`config.mk`:
```
export PLATFORM = sky130hd
export DESIGN_NAME = rrast_alu
export DESIGN_NICKNAME = d
export VERILOG_FILES = /design/src/rrast_pkg.sv /design/src/rrast_alu.sv
export SDC_FILE = /design/constraint.sdc
export NUM_CORES = 1
export LEC_CHECK = 0
export ABC_AREA = 1
export BUFFER_PORTS_ARGS = -buffer_cell sky130_fd_sc_hd__buf_4
export CAP_MARGIN = 25
export CORE_MARGIN = 10
export CORE_UTILIZATION = 40
export CTS_BUF_LIST = sky130_fd_sc_hd__clkbuf_8 sky130_fd_sc_hd__clkbuf_16
export DETAILED_ROUTE_END_ITERATION = 8
export PLACE_DENSITY = 0.68
export SYNTH_ARGS = -nofsm -noshare
export SYNTH_HDL_FRONTEND = slang
export SYNTH_SLANG_ARGS = --single-unit
```
`constraint.sdc`:
```
create_clock -name clk_i -period 10.5 [get_ports clk_i]
set_input_delay 0 -clock clk_i [delete_from_list [all_inputs] [get_ports clk_i]]
set_output_delay 0 -clock clk_i [all_outputs]
set_load 0.05 [all_outputs]
```
`src/rrast_pkg.sv`:
```
// shared types, constants and helpers for the rectangle add/sum tree
package rrast_pkg;

  localparam int DEF_MAX_DIM = 64;
  localparam int COORD_W     = 7;
  localparam int DATA_W      = 32;
  localparam int REG_IDX_W   = 1;
  localparam int AREA_W      = 2 * COORD_W;

  localparam logic [1:0] KIND_WRITE = 2'd0;
  localparam logic [1:0] KIND_ADD   = 2'd1;
  localparam logic [1:0] KIND_SUM   = 2'd2;

  localparam logic [REG_IDX_W-1:0] REG_ROWS = 1'b0;
  localparam logic [REG_IDX_W-1:0] REG_COLS = 1'b1;

  localparam logic [1:0] PH_ENTER = 2'd0;
  localparam logic [1:0] PH_LO    = 2'd1;
  localparam logic [1:0] PH_HI    = 2'd2;

  typedef struct packed {
    logic        [1:0]        kind;
    logic        [5:0]        row_first;
    logic        [5:0]        row_last;
    logic        [5:0]        col_first;
    logic        [5:0]        col_last;
    logic signed [DATA_W-1:0] amount;
  } in_req_t;

  typedef struct packed {
    logic signed [DATA_W-1:0] answer;
    logic                     answered;
  } out_rsp_t;

  typedef struct packed {
    logic [COORD_W-1:0] top;
    logic [COORD_W-1:0] bottom;
    logic [COORD_W-1:0] left;
    logic [COORD_W-1:0] right;
    logic               axis;
  } rect_t;

  typedef struct packed {
    logic load_area;
    logic load_prod;
  } alu_ctrl_t;

  typedef enum logic [4:0] {
    ST_CLEAR,
    ST_IDLE,
    ST_NODE,
    ST_SUM_RD,
    ST_SUM_ACC,
    ST_WLEAF,
    ST_PD_RD,
    ST_PD_CHK,
    ST_PD_CLR,
    ST_DESC,
    ST_AP_RD,
    ST_AP_MUL,
    ST_AP_WR,
    ST_PULL_A,
    ST_PULL_B,
    ST_PULL_WR,
    ST_POP,
    ST_RET,
    ST_DONE
  } state_e;

  typedef enum logic [1:0] {
    RET_POP,
    RET_PD_HI,
    RET_PD_END
  } ret_e;

  function automatic logic split_rows(rect_t n);
    return (!n.axis || (n.left == n.right)) && (n.top < n.bottom);
  endfunction

  function automatic rect_t rect_lo(rect_t n);
    rect_t              r;
    logic [COORD_W:0]   s;
    r      = n;
    r.axis = ~n.axis;
    if (split_rows(n)) begin
      s        = {1'b0, n.top} + {1'b0, n.bottom};
      r.bottom = s[COORD_W:1];
    end else begin
      s       = {1'b0, n.left} + {1'b0, n.right};
      r.right = s[COORD_W:1];
    end
    return r;
  endfunction

  function automatic rect_t rect_hi(rect_t n);
    rect_t              r;
    logic [COORD_W:0]   s;
    r      = n;
    r.axis = ~n.axis;
    if (split_rows(n)) begin
      s     = {1'b0, n.top} + {1'b0, n.bottom};
      r.top = s[COORD_W:1] + 1'b1;
    end else begin
      s      = {1'b0, n.left} + {1'b0, n.right};
      r.left = s[COORD_W:1] + 1'b1;
    end
    return r;
  endfunction

  function automatic logic is_leaf(rect_t n);
    return (n.top == n.bottom) && (n.left == n.right);
  endfunction

endpackage

```
`src/rrast_alu.sv`:
```
// shared area and scaled-add multiplier, two registered steps
module rrast_alu (
  input  logic                       clk_i,
  input  rrast_pkg::alu_ctrl_t       ctrl_i,
  input  rrast_pkg::rect_t           rect_i,
  input  logic [rrast_pkg::DATA_W-1:0] val_i,
  output logic [rrast_pkg::DATA_W-1:0] prod_o
);

  logic [rrast_pkg::COORD_W-1:0] h;
  logic [rrast_pkg::COORD_W-1:0] w;
  logic [rrast_pkg::AREA_W-1:0]  area_q;
  logic [rrast_pkg::AREA_W+rrast_pkg::DATA_W-1:0] full;

  assign h    = rect_i.bottom - rect_i.top + 1'b1;
  assign w    = rect_i.right - rect_i.left + 1'b1;
  assign full = (rrast_pkg::AREA_W + rrast_pkg::DATA_W)'(area_q)
              * (rrast_pkg::AREA_W + rrast_pkg::DATA_W)'(val_i);

  always_ff @(posedge clk_i) begin
    if (ctrl_i.load_area) begin
      area_q <= rrast_pkg::AREA_W'(h) * rrast_pkg::AREA_W'(w);
    end
    if (ctrl_i.load_prod) begin
      prod_o <= full[rrast_pkg::DATA_W-1:0];
    end
  end

endmodule

```
==> flow_summary_export.csv <==
group,metric,value,unit
status,status,"completed",
logic_synthesis,muxShareOfSynthArea,0,
setup_path,end_kind,"flip-flop",
cells_and_area,syn2layout_area_growth,8.93,%
die,placementRows,70,
cells_and_area,fillerInstances,3683,
die,start_util,0.403,
setup_path,arrival,6.20,ns
timing,hold_slack,0.0632,ns
logic_synthesis,synth.top_cell.area_share,0.407,
logic_synthesis,synth.distinct_cells,35,
clock_tree,clkTransAtPathRegs,0.07,ns
detailed_routing,dr.pass1.iters,7,
die,fp.coreArea,36300,sq um
place,dp_cells,2378,
global_route,grt_overflow,0,
setup_path,cp.required,10.61,ns
timing,fmax,0.164,GHz
clock_tree,htree_levels,2,
logic_synthesis,synthesis.nets,2342,
global_route,grt_max_degree,33,
cells_and_area,drive_gt1_frac,0.0646,
logic_synthesis,netlist_instances,1867,
logic_synthesis,ys_warn_count,0,
global_route,antenna_found_initial,0,
global_route,grt_pass1_vias,12533,
timing,finalSetupViolCount,0,
timing,tns,0,ns
setup_path,criticalPathCategory,"flip-flop to flip-flop",
detailed_routing,wirelength,36400,um
worst_hold_path,hold_path.class,"input pin to flip-flop",
clock_tree,post-cts-setup-buffers,0,
logic_synthesis,synth_top_family_by_area,"adder cells",
logic_synthesis,synth_compound_area_frac,0.0352,
clock_tree,cts_inserted_buffers,5,
logic_synthesis,syn-mean-instance-area,7.85,sq um
logic_synthesis,synth_xor_area_frac,0.0341,
timing,finClkSkew,0.00467,ns
timing,min_period,6.09,ns
clock_tree,clock_latency,0.29,ns
timing,tightestPinTransition,1.03,ns
logic_synthesis,synthAdderAreaFrac,0.503,
timing,slew_viol_final,0,
logic_synthesis,ys_ff_latch,46,
setup_path,start_kind,"flip-flop",
timing,period_share,0.580,
place,dp_hpwl,29800,um
detailed_routing,wire_per_inst,15.3,um
cells_and_area,num_antenna_cells,0,
place,port-buffer-count,94,
detailed_routing,dr.first_iter.drc_count,671,
clock_tree,cts_tree,"done",
clock_tree,cts_resized,0,
logic_synthesis,synth_top_cells_by_area,"fa_1 (41%), inv_1 (15%), nand2_1 (13%)",
logic_synthesis,netlist_area,14700,sq um
cells_and_area,finalNonFillerCells,2387,
logic_synthesis,yosysSeqAreaShare,0.0942,
detailed_routing,ant_nets,0,
global_route,grt_pass1_wl,61700,um
die,die_h,211,um
clock_tree,cts_hold_buf,0,
die,die_w,211,um
clock_tree,clock-sinks,46,
timing,hold_viol,0,
cells_and_area,layout.nets,2393,
timing,relSlewSlack,0.316,
timing,rsz0062_at_grt,"false",
logic_synthesis,synthSimpleGateAreaFrac,0.170,
detailed_routing,drcViolationCount,0,
place,gp_congestion,0.847,
die,die-area,44700,sq um
global_route,grt_usage,0.171,
clock_tree,cts_buffer_depth,2,
detailed_routing,vias,11477,
clock_tree,cts_root_buffer,"clkbuf_16",
logic_synthesis,synth.largest_area_cell,"fa_1",
die,ios,96,
setup_path,worstPathMaxFanout,22,
detailed_routing,via_per_inst,4.81,
flow_run,maxCapViolCount,0,
## cell type report
type                       instances  area (sq um)  area share
clock buffer                       5           125     0.00784
inverter                         572          2150       0.134
clock inverter                     3          17.5     0.00110
timing repair buffer             105           828      0.0519
sequential                        46          1380      0.0865
multi-input combinational       1188         10900       0.682
tap                              468           586      0.0367
## worst max-delay path, cell delays in order (launching register included)
cell	delay, ns
edfxtp_1	1.02
nand2_1	0.20
fa_1	0.54
fa_1	0.49
inv_1	0.05
fa_1	0.53
fa_1	0.45
fa_1	0.50
inv_1	0.05
fa_1	0.48
inv_1	0.04
ha_1	0.35
nand2_1	0.14
nor2_1	0.16
inv_1	0.10
nor3_1	0.13
nand2_1	0.08
nand2_1	0.17
nand2_1	0.08
nand2_1	0.07
xor2_1	0.23
## logic make-up (layout without fill, tap and decap cells)
kind of cell,after synthesis,count (layout)
buffers and inverters,633,685
AND/OR/NAND/NOR,629,629
adder cells (fa/ha/maj),411,411
AO/OA/AOI/OAI,91,91
XOR/XNOR,57,57
flip-flops,46,46
## cells in the mapped netlist
| cell | n |
|---|---|
| a31oi_1 | 3 |
| inv_1 | 572 |
| nor3_1 | 7 |
| o21bai_2 | 1 |
| nand3b_1 | 3 |
| nand2_1 | 517 |
| or2_1 | 1 |
| ha_1 | 113 |
| fa_1 | 298 |
| a21boi_0 | 2 |
| a21oi_2 | 1 |
| a21boi_2 | 1 |
| o21ai_0 | 22 |
| o2111ai_1 | 1 |
| edfxtp_1 | 46 |
| buf_4 | 4 |
| nand2_2 | 1 |
| o211ai_1 | 1 |
| nand4_1 | 5 |
| xor2_1 | 38 |
| buf_2 | 3 |
| buf_1 | 3 |
| nand3_1 | 35 |
| nor3_2 | 3 |
| clkbuf_1 | 51 |
| a21o_1 | 1 |
| nor4_4 | 1 |
| xnor2_1 | 19 |
| nor2_1 | 53 |
| o21bai_4 | 1 |
| nand3_2 | 1 |
| a21oi_1 | 52 |
| o21bai_1 | 3 |
| o21a_1 | 2 |
| or2_2 | 2 |
## flip-flops by register name, summed over array words and instances, names as in the netlist
register,count
area_q,14
prod_o,32
## final timing paths
check	from	to	slack, ns	depth (start not counted)
setup / recovery	area_q[11]	prod_o[17]	4.41	20
hold / removal	ctrl_i[1]	area_q[0]	0.06	1
setup reg to reg	area_q[11]	prod_o[17]	4.41	20
hold reg to reg	area_q[0]	prod_o[0]	0.91	3
## layout by cell type, fill, tap and decap left out, types with 2 or more instances in the layout
cell type and n:
a21boi_0 2, a21oi_1 52, a31oi_1 3, buf_16 2, buf_4 103, clkbuf_16 5, edfxtp_1 46, fa_1 298
ha_1 113, inv_1 573, nand2_1 517, nand3_1 35, nand3b_1 3, nand4_1 5, nor2_1 53, nor3_1 7
nor3_2 3, o21a_1 2, o21ai_0 22, o21bai_1 3, or2_2 2, xnor2_1 19, xor2_1 38
## metal layers
metal | wire, um | global-route usage | vias up
met1 | 14600 | 0.204 | 5676
met4 | 661 | 0.0384 | 0
li1 | - | - | 5405
met3 | 2160 | 0.0278 | 49
met5 | 0 | 0 | -
met2 | 19000 | 0.314 | 347
## through the flow
stage | cell area (sq um) | setup WS, ns | util
after global placement | 15800 | 4.20 | 0.434
after floorplan | 14700 | 4.96 | -
after CTS | 15900 | 4.32 | 0.439
after global routing | 16000 | 4.13 | 0.439
final | 16000 | 4.41 | 0.439
after detailed placement | 15800 | 4.36 | 0.435
Power is left out: the tool's default activity adds up to more than one toggle a clock period on the data nets, which glitch-free logic cannot reach.
